[config.mk]
export PLATFORM = sky130hd
export DESIGN_NAME = cubic_trajectory_sampler
export DESIGN_NICKNAME = d
export VERILOG_FILES = /design/src/design/ctsmp_pkg.sv /design/src/design/ctsmp_mul.sv /design/src/design/ctsmp_div.sv /design/src/design/cubic_trajectory_sampler.sv
export VERILOG_INCLUDE_DIRS = /design/src /design/src/design
export SDC_FILE = /design/constraint.sdc
export NUM_CORES = 2
export LEC_CHECK = 0
export ABC_AREA = 1
export BUFFER_PORTS_ARGS = -buffer_cell sky130_fd_sc_hd__buf_2
export CORE_AREA = 2 2 423 425
export CTS_BUF_LIST = sky130_fd_sc_hd__clkbuf_8 sky130_fd_sc_hd__clkbuf_16
export CTS_CLUSTER_DIAMETER = 120
export CTS_CLUSTER_SIZE = 16
export DETAILED_ROUTE_END_ITERATION = 10
export DIE_AREA = 0 0 425 427
export PLACE_DENSITY_LB_ADDON = 0.1
export RECOVER_POWER = 50
export SETUP_SLACK_MARGIN = 0.05
export SLEW_MARGIN = 20
export SYNTH_ARGS = -nofsm -noshare
export SYNTH_HDL_FRONTEND = slang
export SYNTH_SLANG_ARGS = --single-unit
[constraint.sdc]
create_clock -name clk -period 32.3 [get_ports clk]
set_input_delay 4.845 -clock clk [delete_from_list [all_inputs] [get_ports clk]]
set_output_delay 4.845 -clock clk [all_outputs]
set_load 0.02 [all_outputs]
[src/design/cubic_trajectory_sampler_defines.svh]
// ----------------------------------------------------------------------------
// Cubic trajectory sampler assertion macros
// Property checks used by the sampler; they compile away under SYNTHESIS.
// ----------------------------------------------------------------------------
`ifndef CUBIC_TRAJECTORY_SAMPLER_DEFINES_SVH
`define CUBIC_TRAJECTORY_SAMPLER_DEFINES_SVH

`ifndef SYNTHESIS
// same-cycle implication
`define CTS_ASSERT_IMPL(label, clk, rst_n, ante, cons, msg) \
    label: assert property (@(posedge clk) disable iff (!rst_n) (ante) |-> (cons)) \
        else $error(msg);
// next-cycle implication
`define CTS_ASSERT_NEXT(label, clk, rst_n, ante, cons, msg) \
    label: assert property (@(posedge clk) disable iff (!rst_n) (ante) |=> (cons)) \
        else $error(msg);
`else
`define CTS_ASSERT_IMPL(label, clk, rst_n, ante, cons, msg)
`define CTS_ASSERT_NEXT(label, clk, rst_n, ante, cons, msg)
`endif

`endif

[src/design/ctsmp_pkg.sv]
// ----------------------------------------------------------------------------
// Cubic trajectory sampler package
// Shared widths, codes, unit request/response types and saturation helpers.
// ----------------------------------------------------------------------------
package ctsmp_pkg;

    localparam int MUL_W     = 36;
    localparam int PROD_W    = 2 * MUL_W;
    localparam int MUL_CNT_W = $clog2(MUL_W + 1);
    localparam int NUM_W     = 70;
    localparam int DIV_CNT_W = $clog2(NUM_W + 1);
    localparam int POS_W     = 32;
    localparam int VEL_W     = 48;
    localparam int ACC_W     = 64;
    localparam int SAMPLE_W  = 16;
    localparam int DUR_W     = 16;
    localparam int CFG_IDX_W = 3;
    localparam int CFG_DW    = 32;

    typedef enum logic [CFG_IDX_W-1:0] {
        REG_START_X  = 3'd0,
        REG_START_Y  = 3'd1,
        REG_START_Z  = 3'd2,
        REG_END_X    = 3'd3,
        REG_END_Y    = 3'd4,
        REG_END_Z    = 3'd5,
        REG_DURATION = 3'd6
    } cfg_reg_t;

    typedef enum logic [2:0] {
        OP_U   = 3'd0,
        OP_NN  = 3'd1,
        OP_U2  = 3'd2,
        OP_U3  = 3'd3,
        OP_Q   = 3'd4,
        OP_POS = 3'd5,
        OP_VEL = 3'd6,
        OP_ACC = 3'd7
    } op_t;

    typedef struct packed {
        logic             start;
        logic [MUL_W-1:0] a;
        logic [MUL_W-1:0] b;
    } mul_req_t;

    typedef struct packed {
        logic              busy;
        logic              done;
        logic [PROD_W-1:0] prod;
    } mul_rsp_t;

    typedef struct packed {
        logic             start;
        logic [NUM_W-1:0] num;
    } div_req_t;

    typedef struct packed {
        logic             busy;
        logic             done;
        logic [NUM_W-1:0] quo;
    } div_rsp_t;

    function automatic logic [VEL_W-1:0] sat_vel(input logic neg, input logic [NUM_W-1:0] mag);
        logic [NUM_W-1:0] lim;
        logic [NUM_W-1:0] v;
        lim = NUM_W'(1) << (VEL_W - 1);
        if (neg)
        begin
            v = (mag > lim) ? (NUM_W'(0) - lim) : (NUM_W'(0) - mag);
        end
        else
        begin
            v = (mag > lim - NUM_W'(1)) ? (lim - NUM_W'(1)) : mag;
        end
        return v[VEL_W-1:0];
    endfunction

    function automatic logic [ACC_W-1:0] sat_acc(input logic neg, input logic [NUM_W-1:0] mag);
        logic [NUM_W-1:0] lim;
        logic [NUM_W-1:0] v;
        lim = NUM_W'(1) << (ACC_W - 1);
        if (neg)
        begin
            v = (mag > lim) ? (NUM_W'(0) - lim) : (NUM_W'(0) - mag);
        end
        else
        begin
            v = (mag > lim - NUM_W'(1)) ? (lim - NUM_W'(1)) : mag;
        end
        return v[ACC_W-1:0];
    endfunction

    function automatic logic [POS_W-1:0] sat_pos(input logic signed [35:0] p);
        logic [POS_W-1:0] v;
        if (p > 36'sh0_7FFF_FFFF)
        begin
            v = 32'h7FFF_FFFF;
        end
        else if (p < -36'sh0_8000_0000)
        begin
            v = 32'h8000_0000;
        end
        else
        begin
            v = p[POS_W-1:0];
        end
        return v;
    endfunction

endpackage

[src/design/ctsmp_mul.sv]
// ----------------------------------------------------------------------------
// Cubic trajectory sampler serial multiplier
// Unsigned shift-add multiplier, one multiplier bit per cycle.
// ----------------------------------------------------------------------------
module ctsmp_mul
    import ctsmp_pkg::*;
(
    input  logic     clk,
    input  logic     rst_n,
    input  mul_req_t req,
    output mul_rsp_t rsp
);

    logic [MUL_W-1:0]     a_reg;
    logic [2*MUL_W:0]     p_reg;
    logic [MUL_CNT_W-1:0] cnt_reg;
    logic                 done_reg;
    logic [MUL_W:0]       sum;

    // add multiplicand into the high half when the low bit is set
    assign sum = p_reg[2*MUL_W:MUL_W] + (p_reg[0] ? {1'b0, a_reg} : {(MUL_W+1){1'b0}});

    always_ff @(posedge clk or negedge rst_n)
    begin
        if (!rst_n)
        begin
            cnt_reg  <= '0;
            done_reg <= 1'b0;
        end
        else
        begin
            done_reg <= 1'b0;
            if (req.start)
            begin
                cnt_reg <= MUL_CNT_W'(MUL_W);
            end
            else if (cnt_reg != '0)
            begin
                cnt_reg  <= cnt_reg - MUL_CNT_W'(1);
                done_reg <= (cnt_reg == MUL_CNT_W'(1));
            end
        end
    end

    always_ff @(posedge clk)
    begin
        if (req.start)
        begin
            a_reg <= req.a;
            p_reg <= {{(MUL_W+1){1'b0}}, req.b};
        end
        else if (cnt_reg != '0)
        begin
            p_reg <= {1'b0, sum, p_reg[MUL_W-1:1]};
        end
    end

    assign rsp.busy = (cnt_reg != '0);
    assign rsp.done = done_reg;
    assign rsp.prod = p_reg[PROD_W-1:0];

endmodule

[src/design/ctsmp_div.sv]
// ----------------------------------------------------------------------------
// Cubic trajectory sampler serial divider
// Restoring divider, one quotient bit per cycle.
// ----------------------------------------------------------------------------
module ctsmp_div
    import ctsmp_pkg::*;
#(
    parameter int DW = 32
)
(
    input  logic          clk,
    input  logic          rst_n,
    input  div_req_t      req,
    input  logic [DW-1:0] divisor,
    output div_rsp_t      rsp
);

    logic [DW-1:0]        d_reg;
    logic [DW-1:0]        rem_reg;
    logic [NUM_W-1:0]     num_reg;
    logic [DIV_CNT_W-1:0] cnt_reg;
    logic                 done_reg;
    logic [DW:0]          trial;
    logic [DW:0]          diff;
    logic                 ge;

    assign trial = {rem_reg, num_reg[NUM_W-1]};
    assign diff  = trial - {1'b0, d_reg};
    assign ge    = (trial >= {1'b0, d_reg});

    always_ff @(posedge clk or negedge rst_n)
    begin
        if (!rst_n)
        begin
            cnt_reg  <= '0;
            done_reg <= 1'b0;
        end
        else
        begin
            done_reg <= 1'b0;
            if (req.start)
            begin
                cnt_reg <= DIV_CNT_W'(NUM_W);
            end
            else if (cnt_reg != '0)
            begin
                cnt_reg  <= cnt_reg - DIV_CNT_W'(1);
                done_reg <= (cnt_reg == DIV_CNT_W'(1));
            end
        end
    end

    // quotient bits shift in behind the numerator
    always_ff @(posedge clk)
    begin
        if (req.start)
        begin
            d_reg   <= divisor;
            rem_reg <= '0;
            num_reg <= req.num;
        end
        else if (cnt_reg != '0)
        begin
            rem_reg <= ge ? diff[DW-1:0] : trial[DW-1:0];
            num_reg <= {num_reg[NUM_W-2:0], ge};
        end
    end

    assign rsp.busy = (cnt_reg != '0);
    assign rsp.done = done_reg;
    assign rsp.quo  = num_reg;

endmodule

[src/design/cubic_trajectory_sampler.sv]
// ----------------------------------------------------------------------------
// Cubic trajectory sampler
// Point-to-point cubic setpoints with zero end velocities, three axes.
// ----------------------------------------------------------------------------
// A transaction on the input with restart set latches the start point, the
// per-axis distance and the length N from the configuration registers and
// produces sample 0; each later transaction with restart clear produces the
// next sample until sample N-1, which is flagged by last_sample. A
// transaction that arrives while no trajectory is running (or with N of zero)
// produces no result. Position, velocity per step and acceleration per step
// squared come from one bit-serial multiplier and one bit-serial restoring
// divider shared by all axes: each sample takes 13 multiplier passes and 7
// divider passes. One sample is worked on at a time; the next transaction
// is accepted while a finished result waits on the output.
// Configuration writes take effect at the next restart.
// ----------------------------------------------------------------------------
`include "cubic_trajectory_sampler_defines.svh"

module cubic_trajectory_sampler
    import ctsmp_pkg::*;
#(
    parameter int INDEX_WIDTH = 16
)
(
    input  logic                    clk,
    input  logic                    rst_n,
    // configuration
    input  logic                    cfg_valid,
    output logic                    cfg_ready,
    input  logic [CFG_IDX_W-1:0]    cfg_index,
    input  logic [CFG_DW-1:0]       cfg_data,
    // tick input
    input  logic                    in_valid,
    output logic                    in_ready,
    input  logic                    restart,
    // sample output
    output logic                    out_valid,
    input  logic                    out_ready,
    output logic signed [POS_W-1:0] pos_x,
    output logic signed [POS_W-1:0] pos_y,
    output logic signed [POS_W-1:0] pos_z,
    output logic signed [VEL_W-1:0] vel_x,
    output logic signed [VEL_W-1:0] vel_y,
    output logic signed [VEL_W-1:0] vel_z,
    output logic signed [ACC_W-1:0] acc_x,
    output logic signed [ACC_W-1:0] acc_y,
    output logic signed [ACC_W-1:0] acc_z,
    output logic [SAMPLE_W-1:0]     sample_number,
    output logic                    last_sample
);

    localparam int W  = INDEX_WIDTH;
    // divisor width covers N, N << 16 and N * N
    localparam int DW = (2 * W > W + 16) ? 2 * W : W + 16;

    typedef enum logic [3:0] {
        ST_IDLE = 4'b0001,
        ST_MUL  = 4'b0010,
        ST_DIV  = 4'b0100,
        ST_OUT  = 4'b1000
    } state_t;

    // configuration registers
    logic signed [POS_W-1:0] start_reg [3];
    logic signed [POS_W-1:0] end_reg [3];
    logic [DUR_W-1:0]        dur_reg;

    // trajectory control
    state_t        state_reg;
    op_t           op_reg;
    logic [1:0]    axis_reg;
    logic          running_reg;
    logic [W-1:0]  idx_reg;
    logic [W-1:0]  len_reg;
    logic          mul_go_reg;
    logic          div_go_reg;
    logic          out_valid_reg;

    // latched axis coefficients (written at restart only)
    logic signed [POS_W-1:0] s_reg [3];
    logic                    dneg_reg [3];
    logic [32:0]             dmag_reg [3];

    // per-sample working values
    logic [W-1:0]      i_reg;
    logic [31:0]       u_reg;
    logic [32:0]       u2_reg;
    logic [32:0]       u3_reg;
    logic [32:0]       q_reg;
    logic [DW-1:0]     nn_reg;
    logic [PROD_W-1:0] prod_reg;
    logic [POS_W-1:0]  pos_w_reg [3];
    logic [VEL_W-1:0]  vel_w_reg [3];
    logic [ACC_W-1:0]  acc_w_reg [3];

    // output register
    logic [POS_W-1:0]    pos_o_reg [3];
    logic [VEL_W-1:0]    vel_o_reg [3];
    logic [ACC_W-1:0]    acc_o_reg [3];
    logic [SAMPLE_W-1:0] num_o_reg;
    logic                last_o_reg;

    mul_req_t mul_req;
    mul_rsp_t mul_rsp;
    div_req_t div_req;
    div_rsp_t div_rsp;
    logic [DW-1:0] div_d;

    logic          in_fire;
    logic [W-1:0]  len_new;
    logic          eff_run;
    logic [W-1:0]  eff_idx;
    logic [W-1:0]  eff_len;
    logic          go;
    logic [W:0]    eff_next;
    logic          last_w;
    logic          out_load;

    logic [34:0]       h;
    logic [34:0]       m;
    logic [35:0]       u12;
    logic              cneg;
    logic [35:0]       cmag;
    logic [PROD_W-1:0] prod_rnd;
    logic [39:0]       off_full;
    logic [34:0]       off_clamp;
    logic signed [35:0] s_ext;
    logic signed [35:0] off_ext;
    logic signed [35:0] pos_sum;

    // -------------------------------------------------------------------------
    // configuration port: always ready, writes land at once
    // -------------------------------------------------------------------------
    assign cfg_ready = 1'b1;

    always_ff @(posedge clk or negedge rst_n)
    begin
        if (!rst_n)
        begin
            for (int k = 0; k < 3; k++)
            begin
                start_reg[k] <= '0;
                end_reg[k]   <= '0;
            end
            dur_reg <= DUR_W'(1);
        end
        else if (cfg_valid && cfg_ready)
        begin
            unique case (cfg_index)
                REG_START_X:  start_reg[0] <= cfg_data;
                REG_START_Y:  start_reg[1] <= cfg_data;
                REG_START_Z:  start_reg[2] <= cfg_data;
                REG_END_X:    end_reg[0]   <= cfg_data;
                REG_END_Y:    end_reg[1]   <= cfg_data;
                REG_END_Z:    end_reg[2]   <= cfg_data;
                REG_DURATION: dur_reg      <= cfg_data[DUR_W-1:0];
                default:      ;
            endcase
        end
    end

    // -------------------------------------------------------------------------
    // tick decode: restart reloads the run, otherwise advance when running
    // -------------------------------------------------------------------------
    assign in_ready = (state_reg == ST_IDLE);
    assign in_fire  = in_valid && in_ready;
    assign len_new  = W'(dur_reg);
    assign eff_run  = restart ? (len_new != '0) : running_reg;
    assign eff_idx  = restart ? '0 : idx_reg;
    assign eff_len  = restart ? len_new : len_reg;
    assign go       = eff_run && (eff_idx < eff_len);
    assign eff_next = {1'b0, eff_idx} + (W+1)'(1);
    assign last_w   = (({1'b0, i_reg} + (W+1)'(1)) == {1'b0, len_reg});

    // -------------------------------------------------------------------------
    // shape terms derived from u, u^2, u^3 and u(1-u)
    // -------------------------------------------------------------------------
    assign h    = {1'b0, u2_reg, 1'b0} + {2'b00, u2_reg} - {1'b0, u3_reg, 1'b0};
    assign m    = {q_reg, 2'b00} + {1'b0, q_reg, 1'b0};
    assign u12  = {2'b00, u_reg, 2'b00} + {1'b0, u_reg, 3'b000};
    assign cneg = (u12 > {4'd6, 32'd0});
    assign cmag = cneg ? (u12 - {4'd6, 32'd0}) : ({4'd6, 32'd0} - u12);

    // rounded Q.32 product and position offset
    assign prod_rnd  = mul_rsp.prod + (PROD_W'(1) << 31);
    assign off_full  = prod_rnd[71:32];
    assign off_clamp = (off_full > (40'd1 << 34)) ? (35'd1 << 34) : off_full[34:0];
    assign s_ext     = {{4{s_reg[axis_reg][31]}}, s_reg[axis_reg]};
    assign off_ext   = {1'b0, off_clamp};
    assign pos_sum   = dneg_reg[axis_reg] ? (s_ext - off_ext) : (s_ext + off_ext);

    // -------------------------------------------------------------------------
    // shared arithmetic units and their operand selection
    // -------------------------------------------------------------------------
    always_comb
    begin
        mul_req.start = mul_go_reg;
        case (op_reg)
            OP_NN:
            begin
                mul_req.a = MUL_W'(len_reg);
                mul_req.b = MUL_W'(len_reg);
            end
            OP_U2:
            begin
                mul_req.a = MUL_W'(u_reg);
                mul_req.b = MUL_W'(u_reg);
            end
            OP_U3:
            begin
                mul_req.a = MUL_W'(u2_reg);
                mul_req.b = MUL_W'(u_reg);
            end
            OP_Q:
            begin
                mul_req.a = MUL_W'(u_reg);
                mul_req.b = MUL_W'({1'b1, 32'd0} - {1'b0, u_reg});
            end
            OP_POS:
            begin
                mul_req.a = MUL_W'(dmag_reg[axis_reg]);
                mul_req.b = MUL_W'(h);
            end
            OP_VEL:
            begin
                mul_req.a = MUL_W'(dmag_reg[axis_reg]);
                mul_req.b = MUL_W'(m);
            end
            OP_ACC:
            begin
                mul_req.a = MUL_W'(dmag_reg[axis_reg]);
                mul_req.b = MUL_W'(cmag);
            end
            default:
            begin
                mul_req.a = '0;
                mul_req.b = '0;
            end
        endcase
    end

    always_comb
    begin
        div_req.start = div_go_reg;
        case (op_reg)
            OP_U:    div_d = DW'(len_reg);
            OP_VEL:  div_d = DW'(len_reg) << 16;
            default: div_d = nn_reg;
        endcase
        // numerator carries the rounding half of the divisor
        case (op_reg)
            OP_U:    div_req.num = (NUM_W'(i_reg) << 32) | NUM_W'(len_reg >> 1);
            default: div_req.num = NUM_W'(prod_reg) + NUM_W'(div_d >> 1);
        endcase
    end

    ctsmp_mul u_mul
    (
        .clk   (clk),
        .rst_n (rst_n),
        .req   (mul_req),
        .rsp   (mul_rsp)
    );

    ctsmp_div #(
        .DW (DW)
    ) u_div
    (
        .clk     (clk),
        .rst_n   (rst_n),
        .req     (div_req),
        .divisor (div_d),
        .rsp     (div_rsp)
    );

    // -------------------------------------------------------------------------
    // sequencer: u, N*N, u^2, u^3, u(1-u), then position, velocity and
    // acceleration for each axis in turn
    // -------------------------------------------------------------------------
    assign out_load = (state_reg == ST_OUT) && (!out_valid_reg || out_ready);

    always_ff @(posedge clk or negedge rst_n)
    begin
        if (!rst_n)
        begin
            state_reg     <= ST_IDLE;
            op_reg        <= OP_U;
            axis_reg      <= '0;
            running_reg   <= 1'b0;
            idx_reg       <= '0;
            len_reg       <= '0;
            mul_go_reg    <= 1'b0;
            div_go_reg    <= 1'b0;
            out_valid_reg <= 1'b0;
        end
        else
        begin
            mul_go_reg <= 1'b0;
            div_go_reg <= 1'b0;
            if (out_valid_reg && out_ready)
            begin
                out_valid_reg <= 1'b0;
            end
            unique case (state_reg)
                ST_IDLE:
                begin
                    if (in_fire)
                    begin
                        if (restart)
                        begin
                            len_reg <= len_new;
                        end
                        idx_reg     <= go ? eff_next[W-1:0] : eff_idx;
                        running_reg <= go && (eff_next < {1'b0, eff_len});
                        if (go)
                        begin
                            state_reg  <= ST_DIV;
                            op_reg     <= OP_U;
                            div_go_reg <= 1'b1;
                        end
                    end
                end
                ST_MUL:
                begin
                    if (mul_rsp.done)
                    begin
                        case (op_reg)
                            OP_NN:
                            begin
                                op_reg     <= OP_U2;
                                mul_go_reg <= 1'b1;
                            end
                            OP_U2:
                            begin
                                op_reg     <= OP_U3;
                                mul_go_reg <= 1'b1;
                            end
                            OP_U3:
                            begin
                                op_reg     <= OP_Q;
                                mul_go_reg <= 1'b1;
                            end
                            OP_Q:
                            begin
                                op_reg     <= OP_POS;
                                axis_reg   <= '0;
                                mul_go_reg <= 1'b1;
                            end
                            OP_POS:
                            begin
                                op_reg     <= OP_VEL;
                                mul_go_reg <= 1'b1;
                            end
                            default:
                            begin
                                state_reg  <= ST_DIV;
                                div_go_reg <= 1'b1;
                            end
                        endcase
                    end
                end
                ST_DIV:
                begin
                    if (div_rsp.done)
                    begin
                        case (op_reg)
                            OP_U:
                            begin
                                state_reg  <= ST_MUL;
                                op_reg     <= OP_NN;
                                mul_go_reg <= 1'b1;
                            end
                            OP_VEL:
                            begin
                                state_reg  <= ST_MUL;
                                op_reg     <= OP_ACC;
                                mul_go_reg <= 1'b1;
                            end
                            default:
                            begin
                                if (axis_reg == 2'd2)
                                begin
                                    state_reg <= ST_OUT;
                                end
                                else
                                begin
                                    state_reg  <= ST_MUL;
                                    op_reg     <= OP_POS;
                                    axis_reg   <= axis_reg + 2'd1;
                                    mul_go_reg <= 1'b1;
                                end
                            end
                        endcase
                    end
                end
                ST_OUT:
                begin
                    if (out_load)
                    begin
                        out_valid_reg <= 1'b1;
                        state_reg     <= ST_IDLE;
                    end
                end
                default:
                begin
                    state_reg <= ST_IDLE;
                end
            endcase
        end
    end

    // -------------------------------------------------------------------------
    // datapath registers: coefficients, working values, output payload
    // -------------------------------------------------------------------------
    always_ff @(posedge clk)
    begin
        if (in_fire && restart)
        begin
            // latch start point and distance magnitude/sign per axis
            for (int k = 0; k < 3; k++)
            begin
                logic signed [32:0] d;
                d = {end_reg[k][31], end_reg[k]} - {start_reg[k][31], start_reg[k]};
                s_reg[k]    <= start_reg[k];
                dneg_reg[k] <= d[32];
                dmag_reg[k] <= d[32] ? (33'd0 - d) : d;
            end
        end
        if (in_fire && go)
        begin
            i_reg <= eff_idx;
        end
        if (state_reg == ST_DIV && div_rsp.done)
        begin
            case (op_reg)
                OP_U:    u_reg <= div_rsp.quo[31:0];
                OP_VEL:  vel_w_reg[axis_reg] <= sat_vel(dneg_reg[axis_reg], div_rsp.quo);
                default: acc_w_reg[axis_reg] <= sat_acc(dneg_reg[axis_reg] != cneg && cmag != '0,
                                                        div_rsp.quo);
            endcase
        end
        if (state_reg == ST_MUL && mul_rsp.done)
        begin
            case (op_reg)
                OP_NN:   nn_reg <= DW'(mul_rsp.prod);
                OP_U2:   u2_reg <= prod_rnd[64:32];
                OP_U3:   u3_reg <= prod_rnd[64:32];
                OP_Q:    q_reg  <= prod_rnd[64:32];
                OP_POS:  pos_w_reg[axis_reg] <= sat_pos(pos_sum);
                default: prod_reg <= mul_rsp.prod;
            endcase
        end
        if (out_load)
        begin
            for (int k = 0; k < 3; k++)
            begin
                pos_o_reg[k] <= pos_w_reg[k];
                vel_o_reg[k] <= vel_w_reg[k];
                acc_o_reg[k] <= acc_w_reg[k];
            end
            num_o_reg  <= SAMPLE_W'(i_reg);
            last_o_reg <= last_w;
        end
    end

    assign out_valid     = out_valid_reg;
    assign pos_x         = pos_o_reg[0];
    assign pos_y         = pos_o_reg[1];
    assign pos_z         = pos_o_reg[2];
    assign vel_x         = vel_o_reg[0];
    assign vel_y         = vel_o_reg[1];
    assign vel_z         = vel_o_reg[2];
    assign acc_x         = acc_o_reg[0];
    assign acc_y         = acc_o_reg[1];
    assign acc_z         = acc_o_reg[2];
    assign sample_number = num_o_reg;
    assign last_sample   = last_o_reg;

    // -------------------------------------------------------------------------
    // assertions
    // -------------------------------------------------------------------------
    // the shared units never run at the same time
    `CTS_ASSERT_IMPL(a_units_exclusive, clk, rst_n, mul_rsp.busy, !div_rsp.busy, "mul and div overlap")
    // a finished sample leaves the run open exactly when it is not the last one
    `CTS_ASSERT_IMPL(a_last_vs_run, clk, rst_n, state_reg == ST_OUT, running_reg != last_w, "last flag disagrees with run state")
    // a restart with a nonzero length always starts the sequencer
    `CTS_ASSERT_NEXT(a_restart_starts, clk, rst_n, in_fire && restart && len_new != '0, state_reg == ST_DIV, "restart did not start")

endmodule
---- Yosys cells after proc, flatten, opt, wreduce, memory -nomap -nowiden ----
Memories as Yosys holds them, arrays and structs flattened.
Cells that the tools add are included.
word-level totals
  register bits after elaboration ......... 776
  RAM bits ................................ 1062
  output and inout port bits .............. 452
  word-level logic and storage cells ...... 247
  memories kept ........................... 9
cells by class
  add/subtract/negate cells ............... 25
  magnitude comparators ................... 11
  equal/unequal tests ..................... 33
  mux-type cells .......................... 91
  bitwise operators ....................... 2
  reduce and logical (&&, ||, !) cells .... 41
memories
  name             depth  width  rd ports  clocked after Yosys merged registers in  write ports  line                            source
  acc_o_reg        3      64     3         0                                        3            cubic_trajectory_sampler.sv:99  logic [ACC_W-1:0] acc_o_reg [3];
  acc_w_reg        3      64     3         0                                        1            cubic_trajectory_sampler.sv:94  logic [ACC_W-1:0] acc_w_reg [3];
  vel_o_reg        3      48     3         0                                        3            cubic_trajectory_sampler.sv:98  logic [VEL_W-1:0] vel_o_reg [3];
  vel_w_reg        3      48     3         0                                        1            cubic_trajectory_sampler.sv:93  logic [VEL_W-1:0] vel_w_reg [3];
  dmag_reg         3      33     1         0                                        3            cubic_trajectory_sampler.sv:82  logic [32:0] dmag_reg [3];
  pos_o_reg        3      32     3         0                                        3            cubic_trajectory_sampler.sv:97  logic [POS_W-1:0] pos_o_reg [3];
  3 more memories  --     --     --        --                                       --           --
operators with widths
  cell                      number
  $pmux W69 S7              1
  $mux W64                  5
  $mux W48                  5
  $mux W70                  3
  $mux W36                  5
  $mux W32                  5
  $mux W33                  3
  $sub A1 B33 Y33 const A   3
  $sub A32 B32 Y33          3
  $add A72 B32 Y72 const B  1
  $add A70 B31 Y70          1
  $gt A70 B47 Y1 const B    1
  $gt A70 B48 Y1 const B    1
  $gt A70 B63 Y1 const B    1
  $gt A70 B64 Y1 const B    1
  $pmux W32 S2              1
  $sub A1 B64 Y64 const A   1
  $mux W16                  3
  $or A48 B15 Y48           1
  $gt A40 B35 Y1 const B    1
  $add A36 B36 Y37          1
  $add A32 B36 Y36          1
  $add A34 B35 Y36          1
  $gt A36 B32 Y1 const B    1
  62 further kinds          153

---- Logic depth before layout (Yosys ltp) ----
  word-level depth ........................ 10
  mapped depth ............................ 48

---- Hierarchy ----
Synthesis repeated with hierarchy kept, for this count alone.
unflattened totals
  cell total of the unflattened synthesis .. 11124
  area, all modules ....................... 99361.5 um^2
modules (own cells, without submodules)
  module                    instances  cells an instance  area each (um^2)  sequential area each (um^2)
  cubic_trajectory_sampler  1          9020               83963.0           46211.8
  ctsmp_div                 1          1173               8585.7            3903.7
  ctsmp_mul                 1          931                6812.8            3057.9

---- Least setup slack after synthesis ----
No wires, ideal clock.
  path kind ............................... in2reg
  start ................................... in out_ready
  end ..................................... mem acc_o_reg[0][0] (enable)
  library setup time ...................... 1270 ps
  data arrival time ....................... 23346 ps
  data required time ...................... 31030 ps
  path slack .............................. 7684 ps
  cell stages on the path ................. 2
  path through ............................ nor2_1 > nor2_1
RTL lines
  item             line                            source
  start, declared  cubic_trajectory_sampler.sv:38  input logic out_ready,
  end, declared    cubic_trajectory_sampler.sv:99

==> flow_metrics.py <==
metrics = {
    "global_routing": {
        "grt_pass1_vias": 74651,
        "grt.total_usage_pct": 36.7,
        "antenna_found_initial": 6,
        "grt_pass1_wl_um": 488000,
        "grt_max_degree": 166,
        "grt_overflow_total": 0,
    },
    "die": {
        "core_area_mm2": 0.177,
        "die_y_um": 427,
        "io_pins": 493,
        "fp.dieW_um": 425,
        "rows": 155,
        "die_area_mm2": 0.181,
        "start_util_pct": 54.5,
    },
    "status": {
        "violations": "capacitance limit, slew limit",
        "outcome": "complete, but fails checks",
    },
    "clock_tree": {
        "root_buffer": "clkbuf_16",
        "postCtsHoldBufs": 0,
        "cts_sinks": 1835,
        "htreeDepth": 4,
        "numCtsBuffers": 133,
        "clock_latency_ns": 0.87,
        "cts_tree": "yes",
        "cts_resized": 0,
        "post_cts_buffers": 0,
        "clk_pin_slew_ns": 0.07,
        "ctsLongestPathBuffers": 3,
    },
    "worst_setup_path": {
        "endpoint_kind": "async pin",
        "cp.required_ns": 33.17,
        "critical_path_class": "in2async",
        "worstPathArrival_ns": 10.29,
        "r2r_cells": 26,
        "cp_max_fo": 85,
        "start_kind": "input pin",
    },
    "routing": {
        "routedWlPerCell_um": 25.4,
        "drc": 0,
        "vias_per_cell": 5.88,
        "vias": 78327,
        "drt_pass1_iterations": 8,
        "drtIter0Drc": 8994,
        "antenna_left": 0,
        "drt-total-wl_um": 338000,
    },
    "pwr": {
        "p_seq_share_pct": 35.8,
        "power_mw": 9.99,
        "static-leakage-power_nw": 44.9,
        "power.switching_mw": 4.59,
        "p_per_area_mw_per_mm2": 94.6,
        "ir_drop_mv": 0.0980,
        "pwr-share-comb_pct": 48.0,
        "swShare_pct": 45.9,
        "p_int_mw": 5.40,
        "clockPowerShare_pct": 16.2,
    },
    "timing": {
        "final.setup.tns_ns": 0,
        "finalHoldViolations": 0,
        "setup_violations": 0,
        "rsz0062_at_grt": "no",
        "max_slew_margin_pct": -312,
        "fin_crit_ns": 9.42,
        "finalMaxSlewViolations": 1514,
        "clock_skew_ns": 0.0474,
        "setup_ws_ns": 22.88,
        "fin_hold_ws_ns": 0.409,
        "worstMarginPinSlew_ns": 6.18,
        "fin_crit_sh_pct": 29.2,
        "timing.fmax_mhz": 106,
    },
    "cells_and_area": {
        "area_delta_synth_final_pct": 9.32,
        "post-route-cell-area_mm2": 0.106,
        "layout-drive-gt1-share_pct": 7.42,
        "fin_nets": 11365,
    },
    "synth": {
        "synth_area_leaders": "edfxtp_1 47%, nand2_1 9.5%, dfrtp_1 6.9%",
        "async_flop_share_pct": 14.6,
        "postSynthAreaPerCell_um2": 9.29,
        "yosysWarningCount": 0,
        "synth-simple-area-share_pct": 18.4,
        "post_synth_xor_area_fraction_pct": 3.77,
        "syn_nets": 10885,
        "synth_edf_count": 1499,
        "yosys_register_bits": 1835,
        "synth_top_family_by_area": "simple AND/OR/NAND/NOR gates",
        "synthDistinctLibCells": 74,
        "synthMuxAreaShare_pct": 0,
        "syn_area_mm2": 0.0966,
        "yosys.area.top_type": "edfxtp_1",
        "synth_top_area_share_pct": 46.6,
        "synth_compound_area_share_pct": 10.5,
        "syn_inst": 10397,
        "synthFlopType": "edfxtp_1",
        "synth_seq_area_share_pct": 54.9,
        "yosys.area_share.adder_pct": 6.12,
    },
    "placement": {
        "placed_area_mm2": 0.102,
        "place.gp.congestion": 1.06,
        "numPortBuffers": 491,
        "dpl.hpwl_um": 260000,
        "preCtsSetupSlack_ns": 23.46,
    },
    "min_path": {
        "hold_path.class": "reg2reg",
        "hold_depth": 0,
    },
    "flow_run": {
        "cap_viol_max_count": 36,
    },
}
==> kinds of logic (layout without fill, tap and decap cells) <==
group / after synthesis / count (layout)
xor+xnor: 409 / 409
compound gates: 1822 / 1822
simple gates: 4286 / 4286
other cells: 1 / 12
buf+inv: 1597 / 2153
flops: 1835 / 1835
fa+ha+maj: 447 / 447
==> routing by layer <==
metal  global-route usage (%)  vias up  share of wire (%)
met5                        0        -                  0
met4                     24.1        0                7.8
met3                     4.37      837                7.3
met2                     59.7     3947                 46
met1                     46.4    37448                 38
li1                         -    36095                  -
==> per-stage QoR <==
stage / cells / utilization (%)
6_report: 13319 / 59.6
5_1_grt: 13311 / 59.6
3_3_place_gp: 13096 / 57.5
3_5_place_dp: 13096 / 57.5
2_1_floorplan: 10397 / -
4_1_cts: 13307 / 59.7
==> placed cells by master, fill, tap and decap left out, types with 31 or more instances in the layout <==
master	netlist	final
o22ai_1	60	60
nand3b_1	31	31
ha_1	405	405
o211ai_1	68	68
edfxtp_1	1499	1499
xnor2_1	125	125
nor4_1	56	55
o21ai_0	833	832
inv_1	1319	1378
nand4_1	131	131
nor3_1	169	169
dfrtp_1	266	266
dfxtp_1	68	68
or2_2	35	35
nand3_1	465	464
buf_2	18	490
xor2_1	278	278
fa_1	42	42
a31oi_1	65	65
nor2_1	889	877
buf_4	2	44
a21oi_1	577	577
clkbuf_16	0	133
nand2_1	2454	2449
clkbuf_1	205	51
==> area by class of cell <==
type,instances,area [um2]
fill,14994,71600
sequential,1835,53100
multi-input combinational,6965,37500
inverter,1353,5080
clock buffer,134,3340
timing repair buffer,589,3040
tap,2355,2950
clock inverter,77,554
antenna,11,27.5
==> power groups by stage <==
stage | Sequential [mW] | Clock [mW] | Combinational, mW
3_3_place_gp | 3.60 | 0 | 4.57
2_1_floorplan | 3.45 | 0 | 3.17
6_report | 3.58 | 1.62 | 4.79
4_1_cts | 3.56 | 1.63 | 4.72
5_1_grt | 3.59 | 1.71 | 5.26
3_5_place_dp | 3.61 | 0 | 4.67
==> worst paths after layout <==
kind	slack (ns)	from	to
max reg2reg	23.02	axis_reg[0]	pos_w_reg[2][30]
min in group asynchronous	5.80	rst_n	start_reg[38]
min	0.41	acc_w_reg[1][52]	acc_o_reg[0][116]
min reg2reg	0.41	acc_w_reg[1][52]	acc_o_reg[0][116]
max in group clk	23.02	axis_reg[0]	pos_w_reg[2][30]
max	22.88	rst_n	out_valid
==> critical path: stages <==
cell,delay [ns]
clkbuf_1,3.43
buf_4,1.11
buf_4,0.76
==> synthesized netlist by cell type (125+ instances only) <==
cell	n
nand2_1	2454
edfxtp_1	1499
inv_1	1319
nor2_1	889
o21ai_0	833
a21oi_1	577
nand3_1	465
ha_1	405
xor2_1	278
dfrtp_1	266
clkbuf_1	205
nor3_1	169
nand4_1	131
xnor2_1	125
Note: power is estimated with default switching activity, not from simulation.
